### src/rtl/dlm_queue.sv
// Small FIFO of decoded items between front end and back end.
module dlm_queue #(
  parameter int  DEPTH  = 2,
  parameter type item_t = logic
) (
  input  logic  clk_i,
  input  logic  rst_ni,
  input  logic  push_i,
  input  item_t item_i,
  input  logic  pop_i,
  output logic  valid_o,
  output logic  full_o,
  output item_t item_o
);

  localparam int PW = $clog2(DEPTH);
  localparam int NW = $clog2(DEPTH + 1);

  item_t         mem_q [DEPTH];
  logic [PW-1:0] wr_ptr_q, rd_ptr_q;
  logic [NW-1:0] cnt_q;
  logic          do_push, do_pop;

  assign valid_o = cnt_q != '0;
  assign full_o  = cnt_q == NW'(DEPTH);
  assign do_push = push_i && !full_o;
  assign do_pop  = pop_i && valid_o;
  assign item_o  = mem_q[rd_ptr_q];

  always_ff @(posedge clk_i) begin
    if (do_push) begin
      mem_q[wr_ptr_q] <= item_i;
    end
  end

  always_ff @(posedge clk_i or negedge rst_ni) begin
    if (!rst_ni) begin
      wr_ptr_q <= '0;
      rd_ptr_q <= '0;
      cnt_q    <= '0;
    end else begin
      if (do_push) begin
        wr_ptr_q <= (32'(wr_ptr_q) == DEPTH - 1) ? '0 : wr_ptr_q + PW'(1);
      end
      if (do_pop) begin
        rd_ptr_q <= (32'(rd_ptr_q) == DEPTH - 1) ? '0 : rd_ptr_q + PW'(1);
      end
      if (do_push && !do_pop) begin
        cnt_q <= cnt_q + NW'(1);
      end else if (do_pop && !do_push) begin
        cnt_q <= cnt_q - NW'(1);
      end
    end
  end

endmodule

### config.mk
export PLATFORM = sky130hd
export DESIGN_NAME = dlm_queue
export DESIGN_NICKNAME = d
export VERILOG_FILES = /design/src/rtl/dlm_queue.sv
export SDC_FILE = /design/constraint.sdc
export NUM_CORES = 1
export LEC_CHECK = 0
export ABC_AREA = 1
export ABC_CLOCK_PERIOD_IN_PS = 2000
export BUFFER_PORTS_ARGS = -buffer_cell sky130_fd_sc_hd__buf_2
export CELL_PAD_IN_SITES_DETAIL_PLACEMENT = 1
export CELL_PAD_IN_SITES_GLOBAL_PLACEMENT = 2
export CORE_AREA = 4 4 41 43
export DETAILED_ROUTE_END_ITERATION = 10
export DIE_AREA = 0 0 45 47
export HOLD_SLACK_MARGIN = 0.03
export PLACE_DENSITY = 0.75
export SYNTH_ARGS = -nofsm -noshare
export SYNTH_HDL_FRONTEND = slang
export SYNTH_SLANG_ARGS = --single-unit
### constraint.sdc
create_clock -name clk_i -period 2 [get_ports clk_i]
set_input_delay 0.1 -clock clk_i [delete_from_list [all_inputs] [get_ports clk_i]]
set_output_delay 0.1 -clock clk_i [all_outputs]
set_load 0.01 [all_outputs]
=== Yosys cells after proc, flatten, opt, wreduce, memory -nomap -nowiden ===
Memories as Yosys holds them, arrays and structs flattened.
Cells that the tools add are included.

* Register bits after elaboration: 4
* Memory bits (writable): 2
* Logic and storage cells: 24
* Output and inout port bits: 3
* Input bits: 5
* Memories: 1

{| class="wikitable"
|+ Memories
! name !! depth !! width !! read ports !! clocked after memory_dff !! write ports !! line !! source
|-
| mem_q || 2 || 1 || 1 || 0 || 1 || 19 || <nowiki>item_t mem_q [DEPTH];</nowiki>
|}

* $add $sub $neg: 4
* Multiplexer cells: 6
* Reduce and logical (&&, ||, !) cells: 9
* Equal/unequal tests: 1

{| class="wikitable"
|+ Operator list
! operator !! count
|-
| logical AND 1 bit || 4
|-
| two-way mux 1 bit || 4
|-
| two-way mux 2 bit || 2
|-
| nonzero test 2 bit || 2
|-
| zero test 1 bit || 3
|-
| adder 1 bit (second input constant) || 2
|-
| adder 2 x 1 -> 2 bit (second input constant) || 1
|-
| == test 2 bit (second input constant) || 1
|-
| subtractor 2 x 1 -> 2 bit (second input constant) || 1
|}

=== Depth between registers and ports, before layout ===
Gate-level depths: netlist of run 1.

* Depth after elaboration: 7
* Mapped depth: 9
* Depth with buffers taken out: 9

=== Worst setup path before layout of run 1 ===
Ideal clock, no wire load.

* Path type: flip-flop to flip-flop
* Start point: register cnt_q[0]
* End point: register cnt_q[1]
* Path slack: 0.646 ns
* Setup time: 0.116 ns
* Path buffers: 0
* Required time: 1.884 ns
* Clock period less this slack: 1.354 ns
* Arrival: 1.237 ns
* Cell stages (with the launch flop): 9
* Cells stage by stage: dfrtp_1 -> nor2_2 -> nor2_4 -> ha_1 -> inv_1 -> nand2_1 -> nand2_1 -> nand3_1 -> nand2_1

* Word-level cells in the longest chain between the ends: 6
* Elaborated cells on any way between the ends: 14
* Those cells by class: add/sub: 2; eq/ne: 1; mux: 2; reduce/logical: 9

{| class="wikitable"
|+ RTL lines
! what !! line !! source
|-
| start: declaration || 21 || <nowiki>logic [NW-1:0] cnt_q;</nowiki>
|-
| start signal: assignment || 49 || <nowiki>cnt_q <= cnt_q + NW'(1);</nowiki>
|-
| start signal: assignment || 51 || <nowiki>cnt_q <= cnt_q - NW'(1);</nowiki>
|-
| == test 2 bit * || 25 || <nowiki>assign full_o = cnt_q == NW'(DEPTH);</nowiki>
|-
| net full_o || 12 || <nowiki>output logic full_o,</nowiki>
|-
| zero test 1 bit * || 26 || <nowiki>assign do_push = push_i && !full_o;</nowiki>
|-
| logical AND 1 bit * || 26 ||
|-
| net do_push || 22 || <nowiki>logic do_push, do_pop;</nowiki>
|-
| zero test 1 bit || 50 || <nowiki>end else if (do_pop && !do_push) begin</nowiki>
|-
| logical AND 1 bit || 50 ||
|-
| nonzero test 2 bit (no source line) || - ||
|}

The timed path passes the listed nets; every way through them passes the cells marked *. The select of a mux whose other input is x is not followed.
A chain may end at the register's enable or synchronous reset.

=== Worst setup path in the final report of run 1 ===
* Start point: register cnt_q[0]
* End point: register cnt_q[1]

* Word-level cells in the longest chain between the ends: 6
* Elaborated cells on any way between the ends: 14
* Those cells by class: add/sub: 2; eq/ne: 1; mux: 2; reduce/logical: 9

{| class="wikitable"
|+ RTL lines
! what !! line
|-
| == test 2 bit * || 25
|-
| zero test 1 bit * || 26
|-
| logical AND 1 bit * || 26
|-
| net do_push || 22
|-
| zero test 1 bit || 50
|-
| logical AND 1 bit || 50
|-
| nonzero test 2 bit (no source line) || -
|}

Marked as above.

==> results.cfg, run 1 <==
[clock_tree]
clkSinkCount = 6
postCtsSetupRepairBufs = 0
cts_root_buffer = clkbuf_4
cts_made_buffers = 3
cts.clk_slew.worst_paths_ns = 0.05
clockBufferDepth = 2
cts_tree = yes
ctsHtreeMaxLevel = 1
clock_latency_ns = 0.24

[placement]
hpwl_um = 545
place_ws_ns = 0.601
place_area_um2 = 378
placed_cells = 60
portBuffers = 7
place_congestion = 0.765

[critical_path]
end_kind = register
critPathMaxFanout = 5
crit_top_cell = nand2_1
cp_data_required_time_ns = 2.17
crit_path_start_kind = register
cp.arrival_ns = 1.55
path_class = register to register
slowest_delay_ns = 0.42
critPathSlowestCell = dfrtp_1
rr_worst_depth = 8
path_cells = nor2_2, nor2_4, ha_1, inv_1, nand2_1, nand2_1, nand3_1, nand2_1

[sta]
timing.fmax_mhz = 726
finalSetupTns_ns = 0
final-setup-viol-count = 0
slew_violations = 0
setup_ws_ns = 0.623
slew_headroom_pct = 88.1
clock_skew_ns = 0.00897
period_minus_slack_ns = 1.38
post-route-period-util_pct = 68.9
rsz0062_at_grt = false
finalHoldViolCount = 0
worst_slew_pin_slew_ns = 0.179

[cells_and_area]
nets = 57
fin_area_um2 = 414
finalNonFillerCells = 65
area_growth_pct = 27.8
final_util_pct = 31.8
diodes = 0
drive_gt1_share_pct = 38.0
fillCellCount = 163

[yosys]
synth_top_cell_area_share_pct = 30.9
synth_area_um2 = 324
synth_area_leaders = dfrtp_1, edfxtp_1, nand2_1
syn_nets = 44
ys_seq_elements = 6
ys_types = 14
synthArstFlopShare_pct = 66.7
syn_inst = 38
post-synth-top-count-cell = nand2_1
synth.avg_cell_area_um2 = 8.53
yosysTopAreaCell = dfrtp_1
ys.flop_type = dfrtp_1
yosysSeqAreaShare_pct = 49.4
synth_edf_count = 2
synth_common_cells = nand2_1, dfrtp_1, inv_1, nand2_2, inv_2
ys_warn_count = 0

[detailed_routing]
drtAntennaViolNets = 0
vias_per_cell = 4.03
post_drt_wl_per_cell_um = 9.42
drt-total-wl_um = 612
dr.first_iter.drc_count = 3
vias = 262
drc = 0
dr.pass1.iters = 2

[floorplanning]
chipHeight_um = 47
design.die.area_um2 = 2120
fp.dieW_um = 45
fp-row-count = 13
io_pins = 8
initial_core_util_pct = 24.9
core_um2 = 1300

[pwr]
ir_drop_mv = 0.613
p_per_area_nw_per_um2 = 1510
power_leakage_nw = 0.219

[global_route]
grt_overflow_total = 0
grtUsageTotal_pct = 8.09
grt_pass1_wl_um = 1090
antenna_found_initial = 0
grt_pass1_vias = 279
grt_max_degree = 6

[hold_path]
min_path_type = input port to register
whs_path_depth = 1

[job]
cap_violations = 0

[run_status]
outcome = finished, final reports clean
power by group:
group | leakage [nW] | switching [mW] | total, mW | internal, mW
combinational | 0.137 | 0.177 | 0.290 | 0.112
sequential | 0.0667 | 0.0362 | 0.218 | 0.181
clock | 0.0150 | 0.0421 | 0.117 | 0.0754
cell usage in the layout (no fill, tap or decap):
master	synthesis	routed
nand3b_1	1	1
inv_2	3	3
nor2_1	1	1
nand3_1	2	2
inv_1	4	4
o21ai_1	1	1
dlygate4sd3_1	0	1
clkbuf_4	0	3
buf_2	0	7
ha_1	1	1
mux2_1	1	1
nand2_1	12	12
nor2_2	1	1
clkbuf_1	0	1
edfxtp_1	2	2
dfrtp_1	4	4
nand2_2	4	4
nor2_4	1	1
metal layers:
layer | vias up | global-route usage (%) | routed length [um]
li1 | 143 | - | -
met1 | 110 | 7.82 | 265
met2 | 7 | 11.6 | 283
met3 | 2 | 6.90 | 45
met4 | 0 | 5.26 | 17
met5 | - | 0 | 0
final cells by class:
type | instances | area (um^2) | share of cell area, %
clock buffer | 4 | 26.3 | 6.34
tap | 15 | 18.8 | 4.53
inverter | 7 | 26.3 | 6.34
timing repair buffer | 8 | 45.0 | 10.9
multi-input combinational | 25 | 138 | 33.2
sequential | 6 | 160 | 38.7
cells by family after synthesis:
family	synth area share [%]
compound gates	1.54
fa+ha+maj	3.86
buf+inv	8.11
flops	49.4
mux	3.47
simple gates	33.6
final timing paths:
check	from	endpoint	slack [ns]
worst max-delay path	cnt_q[0]	cnt_q[1]	0.62
worst min-delay path	item_i	mem_q[1]	0.05
worst max register to register	cnt_q[0]	cnt_q[1]	0.62
worst min register to register	wr_ptr_q	wr_ptr_q	0.49
max in group asynchronous	rst_ni	cnt_q[0]	1.69
min in group asynchronous	rst_ni	rd_ptr_q	0.19
critical path, delay by kind of cell (launching register included):
family / cells / cell delay (ns)
flip-flops: 1 / 0.42
AND/OR/NAND/NOR: 6 / 0.50
buffers and inverters: 1 / 0.10
adder cells (fa/ha/maj): 1 / 0.31
flip-flops by register name, summed over array words and instances (netlist names):
signal / count
cnt_q: 2
mem_q: 2
rd_ptr_q: 1
wr_ptr_q: 1
repair_timing:
| action | in CTS | in global routing |
|---|---|---|
| resized for setup | 0 | 0 |
| hold endpoints to repair | 4 | 0 |
| hold buffers | 1 | 0 |
metrics by stage:
step                power [mW]  hold slack, ns
detailed placement       0.519         -0.0890
floorplan                0.433          -0.196
global placement         0.512         -0.0893
global route             0.700          0.0363
finish                   0.625          0.0492
CTS                      0.644          0.0418
Note: power is estimated with default switching activity, not from simulation.
==> run 2, diff against run 1 <==
==> config.mk (replaced) <==
export PLATFORM = sky130hd
export DESIGN_NAME = dlm_queue
export DESIGN_NICKNAME = d
export VERILOG_FILES = /design/src/rtl/dlm_queue.sv
export SDC_FILE = /design/constraint.sdc
export NUM_CORES = 1
export LEC_CHECK = 0
export ABC_AREA = 0
export ABC_CLOCK_PERIOD_IN_PS = 1300
export BUFFER_PORTS_ARGS = -buffer_cell sky130_fd_sc_hd__buf_2
export CELL_PAD_IN_SITES_DETAIL_PLACEMENT = 1
export CELL_PAD_IN_SITES_GLOBAL_PLACEMENT = 2
export CORE_AREA = 4 4 41 43
export DETAILED_ROUTE_END_ITERATION = 10
export DIE_AREA = 0 0 45 47
export HOLD_SLACK_MARGIN = 0.03
export PLACE_DENSITY = 0.64
export SYNTH_ARGS = -nofsm -noshare
export SYNTH_HDL_FRONTEND = slang
export SYNTH_SLANG_ARGS = --single-unit
==> constraint.sdc (replaced) <==
create_clock -name clk_i -period 1.3 [get_ports clk_i]
set_input_delay 0.065 -clock clk_i [delete_from_list [all_inputs] [get_ports clk_i]]
set_output_delay 0.065 -clock clk_i [all_outputs]
set_load 0.01 [all_outputs]
==> results.cfg, run 2 <==
[cells_and_area]
mostFrequentLayoutCells = buf_2, dfrtp_1, buf_4, xnor2_1, clkbuf_4
final_util_pct = 33.9
final_common_cell = buf_2
nets = 46
fin_area_um2 = 442
largest_registers = cnt_q x2, mem_q x2
area_growth_pct = 58.3
diodes = 0
drive_gt1_share_pct = 56.4

[global_route]
grt_overflow_total = 0
grt_max_degree = 5
antenna_found_initial = 0
grt_pass1_vias = 245
grtUsageTotal_pct = 7.56
grt_pass1_wl_um = 1010

[clock_tree]
cts_tree = yes
clkSinkCount = 6
cts_root_buffer = clkbuf_4
cts_made_buffers = 3
clockBufferDepth = 2
clock_latency_ns = 0.24
postCtsSetupRepairBufs = 0
cts.clk_slew.worst_paths_ns = 0.05
ctsHtreeMaxLevel = 1

[job]
cap_violations = 0

[critical_path]
crit_path_start_kind = register
rr_worst_depth = 6
path_class = register to register
critPathMaxFanout = 3
reg2reg_to = cnt_q[1]
r2r_slack_ns = -0.03
cp_data_required_time_ns = 1.42
end_kind = register
r2r-start = cnt_q[1]
cp.arrival_ns = 1.46

[yosys]
syn_inst = 22
synthXorXnorAreaFrac_pct = 15.7
synth_common_cells = dfrtp_1, xnor2_1
ys.flop_type = dfrtp_1
yosysSeqAreaShare_pct = 57.4
synth_mux_area_share_pct = 4.04
synth_edf_count = 2
ys_warn_count = 0
synth-simple-area-share_pct = 15.7
synth_top_cell_area_share_pct = 35.9
synth_top_family_by_area = simple AND/OR/NAND/NOR gates
synth_area_um2 = 279
syn_nets = 28
synthAdderAreaFrac_pct = 4.48
ys_types = 13
synthArstFlopShare_pct = 66.7
synth_area_leaders = dfrtp_1, edfxtp_1, xnor2_1
post-synth-top-count-cell = dfrtp_1
yosysTopAreaCell = dfrtp_1
synth_compound_area_share_pct = 0
ys_seq_elements = 6
synth.avg_cell_area_um2 = 12.7

[pwr]
p_per_area_nw_per_um2 = 2410
power_leakage_nw = 0.209
finalPower_mw = 1.06
ir_drop_mv = 0.749

[sta]
rsz0062_at_grt = true
slew_violations = 0
clock_skew_ns = 0.00578
slew_headroom_pct = 90.2
finalHoldViolCount = 0
post-route-period-util_pct = 103
period_minus_slack_ns = 1.33
setup_ws_ns = -0.0346
worst_slew_pin_slew_ns = 0.146
timing.fmax_mhz = 749
final-setup-viol-count = 1
finalSetupTns_ns = -0.0346

[floorplanning]
io_pins = 8
chipHeight_um = 47
fp-row-count = 13
core_um2 = 1300
design.die.area_um2 = 2120
initial_core_util_pct = 21.4
fp.dieW_um = 45

[detailed_routing]
dr.pass1.iters = 2
drt-total-wl_um = 583
dr.first_iter.drc_count = 2
drtAntennaViolNets = 0
post_drt_wl_per_cell_um = 10.8
drc = 0
vias = 210
vias_per_cell = 3.89

[placement]
portBuffers = 7
place_congestion = 0.684
place_area_um2 = 388
hpwl_um = 484

[run_status]
outcome = finished, violations left
failed_checks = negative setup slack

[hold_path]
min_path_type = input port to async pin
-- run 2: changes by cell type after synthesis, moves of 2 or more --
cell	before	now
inv_1	4	2
inv_2	3	0
nand2_1	12	1
nand2_2	4	0
nand3_1	2	0
xnor2_1	0	3
xor2_1	0	2
-- run 2: cells by family after synthesis --
kind of cell	after synthesis
XOR/XNOR	5
AND/OR/NAND/NOR	7
buffers and inverters	2
flip-flops	6
adder cells (fa/ha/maj)	1
multiplexers	1
-- run 2: per-layer routing --
| layer | track usage (%) | routed length (um) | up-vias |
|---|---|---|---|
| li1 | - | - | 103 |
| met1 | 7.19 | 245 | 99 |
| met2 | 11.9 | 291 | 6 |
| met3 | 3.83 | 39 | 2 |
| met4 | 7.02 | 6 | 0 |
| met5 | 0 | 0 | - |
-- run 2: power breakdown --
part | switching [mW] | leakage [nW] | internal, mW
registers | 0.0626 | 0.0652 | 0.284
logic | 0.227 | 0.129 | 0.304
clock network | 0.0697 | 0.0150 | 0.116
-- run 2: worst max-delay path by stage --
stage | start | endpoint | slack [ns] | cells after the start
final | cnt_q[1] | cnt_q[1] | -0.03 | 6
after global routing | cnt_q[1] | cnt_q[1] | -0.1 | 6
after detailed placement | cnt_q[1] | cnt_q[1] | -0.09 | 6
after global placement | cnt_q[1] | cnt_q[1] | -0.03 | 6
after CTS | cnt_q[1] | cnt_q[1] | -0.05 | 6
after floorplan | cnt_q[1] | cnt_q[1] | -0.04 | 6
-- run 2: area by class of cell --
class / instances / area (um^2)
Multi-Input combinational cell: 14 / 144
Inverter: 2 / 7.51
Fill cell: 158 / 860
Timing Repair Buffer: 13 / 85.1
Tap cell: 15 / 18.8
Sequential cell: 6 / 160
Clock buffer: 4 / 26.3
-- run 2: metrics by stage --
step / cells / worst slack [ns] / hold WS [ns]
global route: 54 / -0.0990 / 0.160
finish: 54 / -0.0346 / 0.162
global placement: 48 / -0.0252 / -0.121
detailed placement: 48 / -0.0901 / -0.116
floorplan: 22 / -0.0411 / -0.231
CTS: 54 / -0.0492 / 0.164
-- run 2: critical path, stage by stage, from the launching register on --
cell and delay, ns:
dfrtp_1 0.41, or2_4 0.26, nand2_4 0.07, ha_4 0.13
xor2_2 0.15, nor2_2 0.05, xor2_1 0.13
-- run 2: repair_timing --
item,4_1_cts,5_1_grt
hold buffers,2,0
setup endpoints to repair,1,1
endpoints found under the hold margin,6,0
pin swaps,1,0
resized for setup,1,0
